## src/hw/rtl/assert_macros.svh

```systemverilog
// Assertion macros used by the engine top level.
`ifndef ASSERT_MACROS_SVH
`define ASSERT_MACROS_SVH

// Clocked check, masked while reset is asserted.
`define FBH_ASSERT(lbl, prop, msg) \
  lbl: assert property (@(posedge clk) disable iff (!rst_n) (prop)) else $error(msg);

// Clocked check that also holds during reset.
`define FBH_ASSERT_ALWAYS(lbl, prop, msg) \
  lbl: assert property (@(posedge clk) (prop)) else $error(msg);

`endif

```

## src/hw/rtl/fbh_pkg.sv

```systemverilog
// Package: types, constants and the FNV prime multiply for the byte hash engine.
`default_nettype none

package fbh_pkg;

  localparam int unsigned HASH_W   = 64;
  localparam int unsigned NARROW_W = 32;
  localparam int unsigned BYTE_W   = 8;
  localparam int unsigned CFG_IDX_W = 8;

  typedef enum logic [CFG_IDX_W-1:0] {
    CFG_WIDE_MODE  = 8'd0,
    CFG_XOR_FIRST  = 8'd1,
    CFG_FOLD_CASE  = 8'd2,
    CFG_START_SEED = 8'd3
  } cfg_idx_t;

  localparam logic [HASH_W-1:0] SEED_RESET = 64'd2166136261;
  localparam logic [BYTE_W-1:0] ASCII_UPPER_A = 8'h41;
  localparam logic [BYTE_W-1:0] ASCII_UPPER_Z = 8'h5A;
  localparam int unsigned       CASE_BIT = 5;

  typedef struct packed {
    logic wide_mode;
    logic xor_first;
    logic fold_case;
  } fbh_mode_t;

  // Multiply by the FNV prime as shift-add terms.
  // 16777619 = 2^24 + 0x193, 0x100000001B3 = 2^40 + 0x1B3.
  function automatic logic [HASH_W-1:0] prime_mul(input logic [HASH_W-1:0] v,
                                                  input logic wide);
    logic [NARROW_W-1:0] n;
    logic [NARROW_W-1:0] pn;
    logic [HASH_W-1:0]   pw;
    n  = v[NARROW_W-1:0];
    pn = (n << 24) + (n << 8) + (n << 7) + (n << 4) + (n << 1) + n;
    pw = (v << 40) + (v << 8) + (v << 7) + (v << 5) + (v << 4) + (v << 1) + v;
    return wide ? pw : {{(HASH_W-NARROW_W){1'b0}}, pn};
  endfunction

endpackage

`default_nettype wire

```

## src/hw/rtl/fbh_if.sv

```systemverilog
// Channel interfaces: byte input, digest output and configuration write.
`default_nettype none

interface fbh_in_if;
  logic       valid;
  logic       ready;
  logic [7:0] data_byte;
  logic       last_byte;
  logic       empty_message;
  modport source (output valid, output data_byte, output last_byte, output empty_message,
                  input ready);
  modport sink (input valid, input data_byte, input last_byte, input empty_message,
                output ready);
endinterface

interface fbh_out_if;
  logic        valid;
  logic        ready;
  logic [63:0] digest;
  modport source (output valid, output digest, input ready);
  modport sink (input valid, input digest, output ready);
endinterface

interface fbh_cfg_if;
  logic        valid;
  logic        ready;
  logic [7:0]  index;
  logic [63:0] data;
  modport source (output valid, output index, output data, input ready);
  modport sink (input valid, input index, input data, output ready);
endinterface

`default_nettype wire

```

## src/hw/rtl/fbh_mix.sv

```systemverilog
// One FNV mixing step: case fold, xor and prime multiply at the selected width.
`default_nettype none

module fbh_mix (
  input  var fbh_pkg::fbh_mode_t              mode,
  input  var logic [fbh_pkg::HASH_W-1:0]      hash_in,
  input  var logic [fbh_pkg::BYTE_W-1:0]      data_byte,
  output var logic [fbh_pkg::HASH_W-1:0]      hash_out
);
  import fbh_pkg::*;

  logic [BYTE_W-1:0] byte_f;
  logic [HASH_W-1:0] mask;
  logic [HASH_W-1:0] h;
  logic [HASH_W-1:0] b_ext;
  logic [HASH_W-1:0] res;

  always_comb begin
    byte_f = data_byte;
    if (mode.fold_case && data_byte >= ASCII_UPPER_A && data_byte <= ASCII_UPPER_Z) begin
      byte_f[CASE_BIT] = 1'b1;
    end
    mask  = mode.wide_mode ? {HASH_W{1'b1}} : {{(HASH_W-NARROW_W){1'b0}}, {NARROW_W{1'b1}}};
    h     = hash_in & mask;
    b_ext = {{(HASH_W-BYTE_W){1'b0}}, byte_f};
    if (mode.xor_first) begin
      res = prime_mul(h ^ b_ext, mode.wide_mode);
    end else begin
      res = prime_mul(h, mode.wide_mode) ^ b_ext;
    end
    hash_out = res & mask;
  end

endmodule

`default_nettype wire

```

## src/hw/rtl/fnv_byte_hash_engine.sv

```systemverilog
// Top level of the streaming FNV byte hash engine.
// Takes one message byte per cycle while no last item is held, at a rate set
// by the loop from the hash register through the shift-add prime multiply, and
// keeps a running FNV-1a or FNV-1 hash at 32 or 64 bits. After its last byte
// is transferred in, the digest of a message passes from the input register
// through the digest register to the output channel. These two registers
// separate the channels, so bytes keep flowing while a digest waits; only the
// next last item holds in the input register until that digest is taken.
// The seed loads at the first byte of each message; a last item flagged empty
// closes the message without mixing its byte. Configuration writes are taken
// every cycle and belong only where no item is in flight; a width change inside
// a message applies from the next byte, a seed change at the next message start.
`default_nettype none

module fnv_byte_hash_engine (
  input  var logic   clk,
  input  var logic   rst_n,
  fbh_in_if.sink     in_ch,
  fbh_out_if.source  out_ch,
  fbh_cfg_if.sink    cfg_ch
);
  import fbh_pkg::*;

  `include "assert_macros.svh"

  // configuration
  fbh_mode_t         mode_r;
  logic [HASH_W-1:0] seed_r;

  // input stage
  logic              s1_valid_r;
  logic [BYTE_W-1:0] s1_byte_r;
  logic              s1_last_r;
  logic              s1_empty_r;

  // hash state
  logic [HASH_W-1:0] hash_r;
  logic [HASH_W-1:0] hash_nxt;
  logic              open_r;

  // result stage
  logic              out_valid_r;
  logic [HASH_W-1:0] digest_r;

  logic              s1_adv;
  logic              in_ready;
  logic              in_xfer;
  logic [HASH_W-1:0] base;
  logic [HASH_W-1:0] mixed;

  assign cfg_ch.ready = 1'b1;

  always_ff @(posedge clk) begin
    if (!rst_n) begin
      mode_r <= '{wide_mode: 1'b0, xor_first: 1'b1, fold_case: 1'b0};
      seed_r <= SEED_RESET;
    end else if (cfg_ch.valid) begin
      unique case (cfg_ch.index)
        CFG_WIDE_MODE:  mode_r.wide_mode <= cfg_ch.data[0];
        CFG_XOR_FIRST:  mode_r.xor_first <= cfg_ch.data[0];
        CFG_FOLD_CASE:  mode_r.fold_case <= cfg_ch.data[0];
        CFG_START_SEED: seed_r           <= cfg_ch.data;
        default: ;
      endcase
    end
  end

  assign s1_adv   = s1_valid_r && (!s1_last_r || !out_valid_r || out_ch.ready);
  assign in_ready = !s1_valid_r || s1_adv;
  assign in_xfer  = in_ch.valid && in_ready;
  assign in_ch.ready = in_ready;

  always_ff @(posedge clk) begin
    if (!rst_n) begin
      s1_valid_r <= 1'b0;
    end else if (in_ready) begin
      s1_valid_r <= in_ch.valid;
    end
  end

  always_ff @(posedge clk) begin
    if (in_xfer) begin
      s1_byte_r  <= in_ch.data_byte;
      s1_last_r  <= in_ch.last_byte;
      s1_empty_r <= in_ch.empty_message;
    end
  end

  // seed at message start, masked to the current width
  always_comb begin
    if (open_r) begin
      base = hash_r;
    end else if (mode_r.wide_mode) begin
      base = seed_r;
    end else begin
      base = {{(HASH_W-NARROW_W){1'b0}}, seed_r[NARROW_W-1:0]};
    end
  end

  fbh_mix u_mix (
    .mode      (mode_r),
    .hash_in   (base),
    .data_byte (s1_byte_r),
    .hash_out  (mixed)
  );

  always_comb begin
    if (s1_last_r && s1_empty_r) begin
      hash_nxt = mode_r.wide_mode ? base
                                  : {{(HASH_W-NARROW_W){1'b0}}, base[NARROW_W-1:0]};
    end else begin
      hash_nxt = mixed;
    end
  end

  always_ff @(posedge clk) begin
    if (!rst_n) begin
      hash_r <= '0;
      open_r <= 1'b0;
    end else if (s1_adv) begin
      hash_r <= hash_nxt;
      open_r <= !s1_last_r;
    end
  end

  always_ff @(posedge clk) begin
    if (!rst_n) begin
      out_valid_r <= 1'b0;
    end else if (s1_adv && s1_last_r) begin
      out_valid_r <= 1'b1;
    end else if (out_ch.ready) begin
      out_valid_r <= 1'b0;
    end
  end

  always_ff @(posedge clk) begin
    if (s1_adv && s1_last_r) begin
      digest_r <= hash_nxt;
    end
  end

  assign out_ch.valid  = out_valid_r;
  assign out_ch.digest = digest_r;

  `FBH_ASSERT_ALWAYS(a_stall_has_item, !in_ready |-> s1_valid_r, "input stalled with empty stage")
  `FBH_ASSERT(a_no_overwrite, (s1_adv && s1_last_r) |-> (!out_valid_r || out_ch.ready),
              "digest register overwritten")
  `FBH_ASSERT(a_last_closes, (s1_adv && s1_last_r) |=> !open_r, "message not closed on last")
  `FBH_ASSERT(a_byte_opens, (s1_adv && !s1_last_r) |=> open_r, "message not opened on byte")

endmodule

`default_nettype wire
```

## src/flat_wrapper.sv

```systemverilog
// flat-port wrapper written by rule: the top's interface ports become plain ports
module fnv_byte_hash_engine_flat import fbh_pkg::*;
  (clk, rst_n, in_ch_valid, in_ch_data_byte, in_ch_last_byte, in_ch_empty_message, in_ch_ready, out_ch_valid, out_ch_digest, out_ch_ready, cfg_ch_valid, cfg_ch_index, cfg_ch_data, cfg_ch_ready);
  fbh_in_if in_ch_i ();
  fbh_out_if out_ch_i ();
  fbh_cfg_if cfg_ch_i ();
  input  var logic clk;
  input  var logic rst_n;
  input wire logic [$bits(in_ch_i.valid)-1:0] in_ch_valid;
  input wire logic [$bits(in_ch_i.data_byte)-1:0] in_ch_data_byte;
  input wire logic [$bits(in_ch_i.last_byte)-1:0] in_ch_last_byte;
  input wire logic [$bits(in_ch_i.empty_message)-1:0] in_ch_empty_message;
  output wire logic [$bits(in_ch_i.ready)-1:0] in_ch_ready;
  output wire logic [$bits(out_ch_i.valid)-1:0] out_ch_valid;
  output wire logic [$bits(out_ch_i.digest)-1:0] out_ch_digest;
  input wire logic [$bits(out_ch_i.ready)-1:0] out_ch_ready;
  input wire logic [$bits(cfg_ch_i.valid)-1:0] cfg_ch_valid;
  input wire logic [$bits(cfg_ch_i.index)-1:0] cfg_ch_index;
  input wire logic [$bits(cfg_ch_i.data)-1:0] cfg_ch_data;
  output wire logic [$bits(cfg_ch_i.ready)-1:0] cfg_ch_ready;
  assign in_ch_i.valid = in_ch_valid;
  assign in_ch_i.data_byte = in_ch_data_byte;
  assign in_ch_i.last_byte = in_ch_last_byte;
  assign in_ch_i.empty_message = in_ch_empty_message;
  assign in_ch_ready = in_ch_i.ready;
  assign out_ch_valid = out_ch_i.valid;
  assign out_ch_digest = out_ch_i.digest;
  assign out_ch_i.ready = out_ch_ready;
  assign cfg_ch_i.valid = cfg_ch_valid;
  assign cfg_ch_i.index = cfg_ch_index;
  assign cfg_ch_i.data = cfg_ch_data;
  assign cfg_ch_ready = cfg_ch_i.ready;
  fnv_byte_hash_engine u_core (.clk(clk), .rst_n(rst_n), .in_ch(in_ch_i), .out_ch(out_ch_i), .cfg_ch(cfg_ch_i));
endmodule
```

## config.mk

```make
export PLATFORM = sky130hd
export DESIGN_NAME = fnv_byte_hash_engine_flat
export DESIGN_NICKNAME = d
export VERILOG_FILES = /design/src/hw/rtl/fbh_pkg.sv /design/src/hw/rtl/fbh_if.sv /design/src/hw/rtl/fbh_mix.sv /design/src/hw/rtl/fnv_byte_hash_engine.sv /design/src/flat_wrapper.sv
export VERILOG_INCLUDE_DIRS = /design/src /design/src/hw/rtl
export SDC_FILE = /design/constraint.sdc
export NUM_CORES = 2
export LEC_CHECK = 0
export BUFFER_PORTS_ARGS = -buffer_cell sky130_fd_sc_hd__buf_2
export CORE_AREA = 3 3 188 281
export CTS_BUF_LIST = sky130_fd_sc_hd__clkbuf_4
export CTS_CLUSTER_DIAMETER = 50
export DETAILED_ROUTE_END_ITERATION = 12
export DIE_AREA = 0 0 191 284
export HOLD_SLACK_MARGIN = 0.06
export PLACE_DENSITY = 0.76
export SLEW_MARGIN = 10
export SYNTH_ARGS = -nofsm -noshare
export SYNTH_HDL_FRONTEND = slang
export SYNTH_SLANG_ARGS = --single-unit
```

## constraint.sdc

```tcl
create_clock -name clk -period 7.05 [get_ports clk]
set_input_delay 0.705 -clock clk [delete_from_list [all_inputs] [get_ports clk]]
set_output_delay 0.705 -clock clk [all_outputs]
set_load 0.02 [all_outputs]
```

==> flow_metrics.tcl <==
set metrics [dict create \
    coreArea_mm2 0.0507 \
    cp_num_cells 25 \
    status "complete, but fails checks" \
    syn_inst 3251 \
    hp-class "input pin to flop" \
    yosysMostFrequentCell "inv_1" \
    syn-cell-area_mm2 0.0297 \
    vias 26800 \
    synthTopCellsByCount "inv_1 (547), fa_1 (451), nand2_1 (312)" \
    grt_max_degree 79 \
    cpMostUsedCell "buf_4" \
    ys_ff_latch 208 \
    wire_per_inst_um 27.5 \
    drc 2 \
    cp-start-kind "flop" \
    finalHoldViolCount 0 \
    dp_cells 4178 \
    max_stage_delay_ns 0.87 \
    nets 4393 \
    maxCapViolCount 0 \
    period_minus_slack_ns 7.05 \
    antenna_found_initial 8 \
    synth_warnings 0 \
    grt_pass1_wl_um 177000 \
    failed_checks "design-rule violations" \
    cpLargestDelayFamily "adder cells" \
    cp_data_arrival_time_ns 7.62 \
    synth_xor_area_share_pct 4.80 \
    cts_tree "done" \
    ys_async_sr_fraction_pct 0 \
    wl_um 119000 \
    synth_fp_nets 4029 \
    synth_edf_count 74 \
    min_path_cells 3 \
    postSynthAreaPerCell_um2 9.14 \
    cp_num_buf_inv 10 \
    grt_pass1_vias 29200 \
    gp_congestion 1.11 \
    crit_type "flop to flop" \
    dieArea_mm2 0.0542 \
    ys_top_cells_by_area "fa_1 (30%), ha_1 (10%), dfxtp_1 (9.0%)" \
    yosys.area_share.simple_pct 10.8 \
    layout-drive-gt1-share_pct 18.2 \
    setup_viol 0 \
    cts_buffers 57 \
    rows 101 \
    portBuffers 152 \
    io-pin-count 154 \
    slowest_stage "a2111oi_0" \
    clk_pin_slew_worst_paths_ns 0.08 \
    viasPerCell 6.19 \
    period_share_pct 100 \
    max-slew-margin-rel_pct 11.8 \
    final_core_util_pct 67.5 \
    die_y_um 284 \
    fmax_ghz 0.142 \
    dominantRegCellSynth "dfxtp_1" \
    fin_skew_ns 0.0685 \
    syn_to_final_growth_pct 15.0 \
    worst_pin_slew_ns 1.31 \
    drt_iter0_markers 1997 \
    fillers 4137 \
    clk_latency_ns 0.84 \
    clock-sinks 208 \
    ant_nets 0 \
    hpwlAfterDp_um 96300 \
    power_uw 16000 \
    start_util_pct 58.7 \
    reg2reg_depth 25 \
    cts.path.max_buffers 3 \
    cts_max_level 2 \
    die_x_um 191 \
    ir_worst_vdd_mv 0.428 \
    worst-endpoint-required_ns 7.63 \
    synth_largest_area_cell "fa_1" \
    drv_slew 0 \
    synth_compound_area_share_pct 15.7 \
    path_max_fanout 10 \
    first_pass_iters 12 \
    yosys.area.top_type_share_pct 30.4 \
    endpoint_kind "flop" \
    grt_remaining_overflow 0 \
    synth_top_family_by_area "adder cells" \
    power_density_mw_per_mm2 469 \
    synth_fa_ha_area_share_pct 40.5 \
    synth_mux_area_share_pct 3.18 \
    synth_cell_types 80 \
    root_buffer "clkbuf_4" \
    grt_usage_pct 44.6 \
    ys_seq_area_share_pct 16.5 \
    p_leak_uw 0.0163 \
    finish.cell_count_without_fillers 4333 \
    rsz0062_at_grt "yes" \
]
[cells by family (layout without fill, tap and decap cells)]
kind of cell,after synthesis,count (layout)
simple gates,720,720
fa+ha+maj,691,691
buf+inv,675,1085
xor+xnor,163,163
other cells,1,4
flops,208,208
mux,81,81
compound gates,712,712
[path summary, 6_finish.rpt]
| kind | start | end | slack, ns |
|---|---|---|---|
| max | u_core.open_r | u_core.out_ch.digest[25] | 0.002 |
| min | cfg_ch_data[8] | u_core.seed_r[8] | 0.09 |
| max reg2reg | u_core.open_r | u_core.out_ch.digest[25] | 0.002 |
| min reg2reg | u_core.seed_r[49] | u_core.seed_r[49] | 0.47 |
[cells in the final DEF (no fill, tap or decap), drive strengths merged, types with 14 or more instances in the layout]
cell type	count
a211oi	31
a21boi	63
a21o	62
a21oi	172
a31oi	32
and3	14
buf	424
clkbuf	80
clkinv	19
dfxtp	134
edfxtp	74
fa	451
ha	240
inv	541
mux2	38
mux2i	36
nand2	312
nand2b	19
nand3	59
nand4	25
nor2	184
nor2b	16
nor3	28
o211ai	31
o21a	18
o21ai	149
o21ba	15
o21bai	26
o22ai	17
xnor2	123
xor2	40
[final cells by class]
type,count,area (um2),area share (%)
Sequential cell,208,4910,14.4
Clock buffer,80,601,1.76
Clock inverter,25,224,0.655
Tap cell,669,837,2.45
Timing Repair Buffer,432,2980,8.73
Antenna cell,3,7.51,0.0220
Multi-Input combinational cell,2368,22500,65.9
Inverter,548,2090,6.12
[metal layers]
layer  global-route usage, %  routed length (um)  vias to the layer above
met5                       0                  44                        -
met4                    44.9               16000                        6
met3                    12.9               10600                      697
met2                    72.7               55700                     1521
met1                    43.8               36700                    13100
li1                        -                   -                    11500
[stage by stage]
step | hold WS, ns | TNS, ns | setup WS [ns] | area, um2
finish | 0.0883 | 0 | 0.00222 | 34200
global route | 0.0894 | -0.221 | -0.0575 | 34200
CTS | 0.0622 | 0 | 0.0324 | 33700
detailed placement | 0.457 | -2.96 | -0.348 | 32700
global placement | 0.451 | -3.33 | -0.363 | 32700
floorplan | 0.437 | 0 | 0.0169 | 29800
[tightest hold or removal path, cell delays in order]
cell     delay, ns
buf_2         0.08
nand2_1       0.04
nand3_1       0.07
[where the power goes]
part / internal [uW] / switching [uW] / leakage (uW)
Clock: 679 / 604 / 0.000480
Combinational: 5120 / 8140 / 0.0140
Sequential: 1420 / 53.7 / 0.00181
Total: 7220 / 8800 / 0.0163
[registers in the layout, indices dropped and copies added, names as in the netlist]
name,flops
u_core.hash_r,64
u_core.mode_r,3
u_core.open_r,1
u_core.out_ch.digest,64
u_core.out_ch.valid,1
u_core.s1_byte_r,8
u_core.s1_empty_r,1
u_core.s1_last_r,1
u_core.s1_valid_r,1
u_core.seed_r,64
[repair_timing]
action / in CTS / in global routing
buffers inserted: 11 / 27
hold endpoints to repair: 8 / 0
pin swaps: 0 / 5
setup endpoints to repair: 32 / 48
hold buffers: 8 / 0
resized for setup: 16 / 56
No activity file was read; power rests on OpenSTA's default activity.
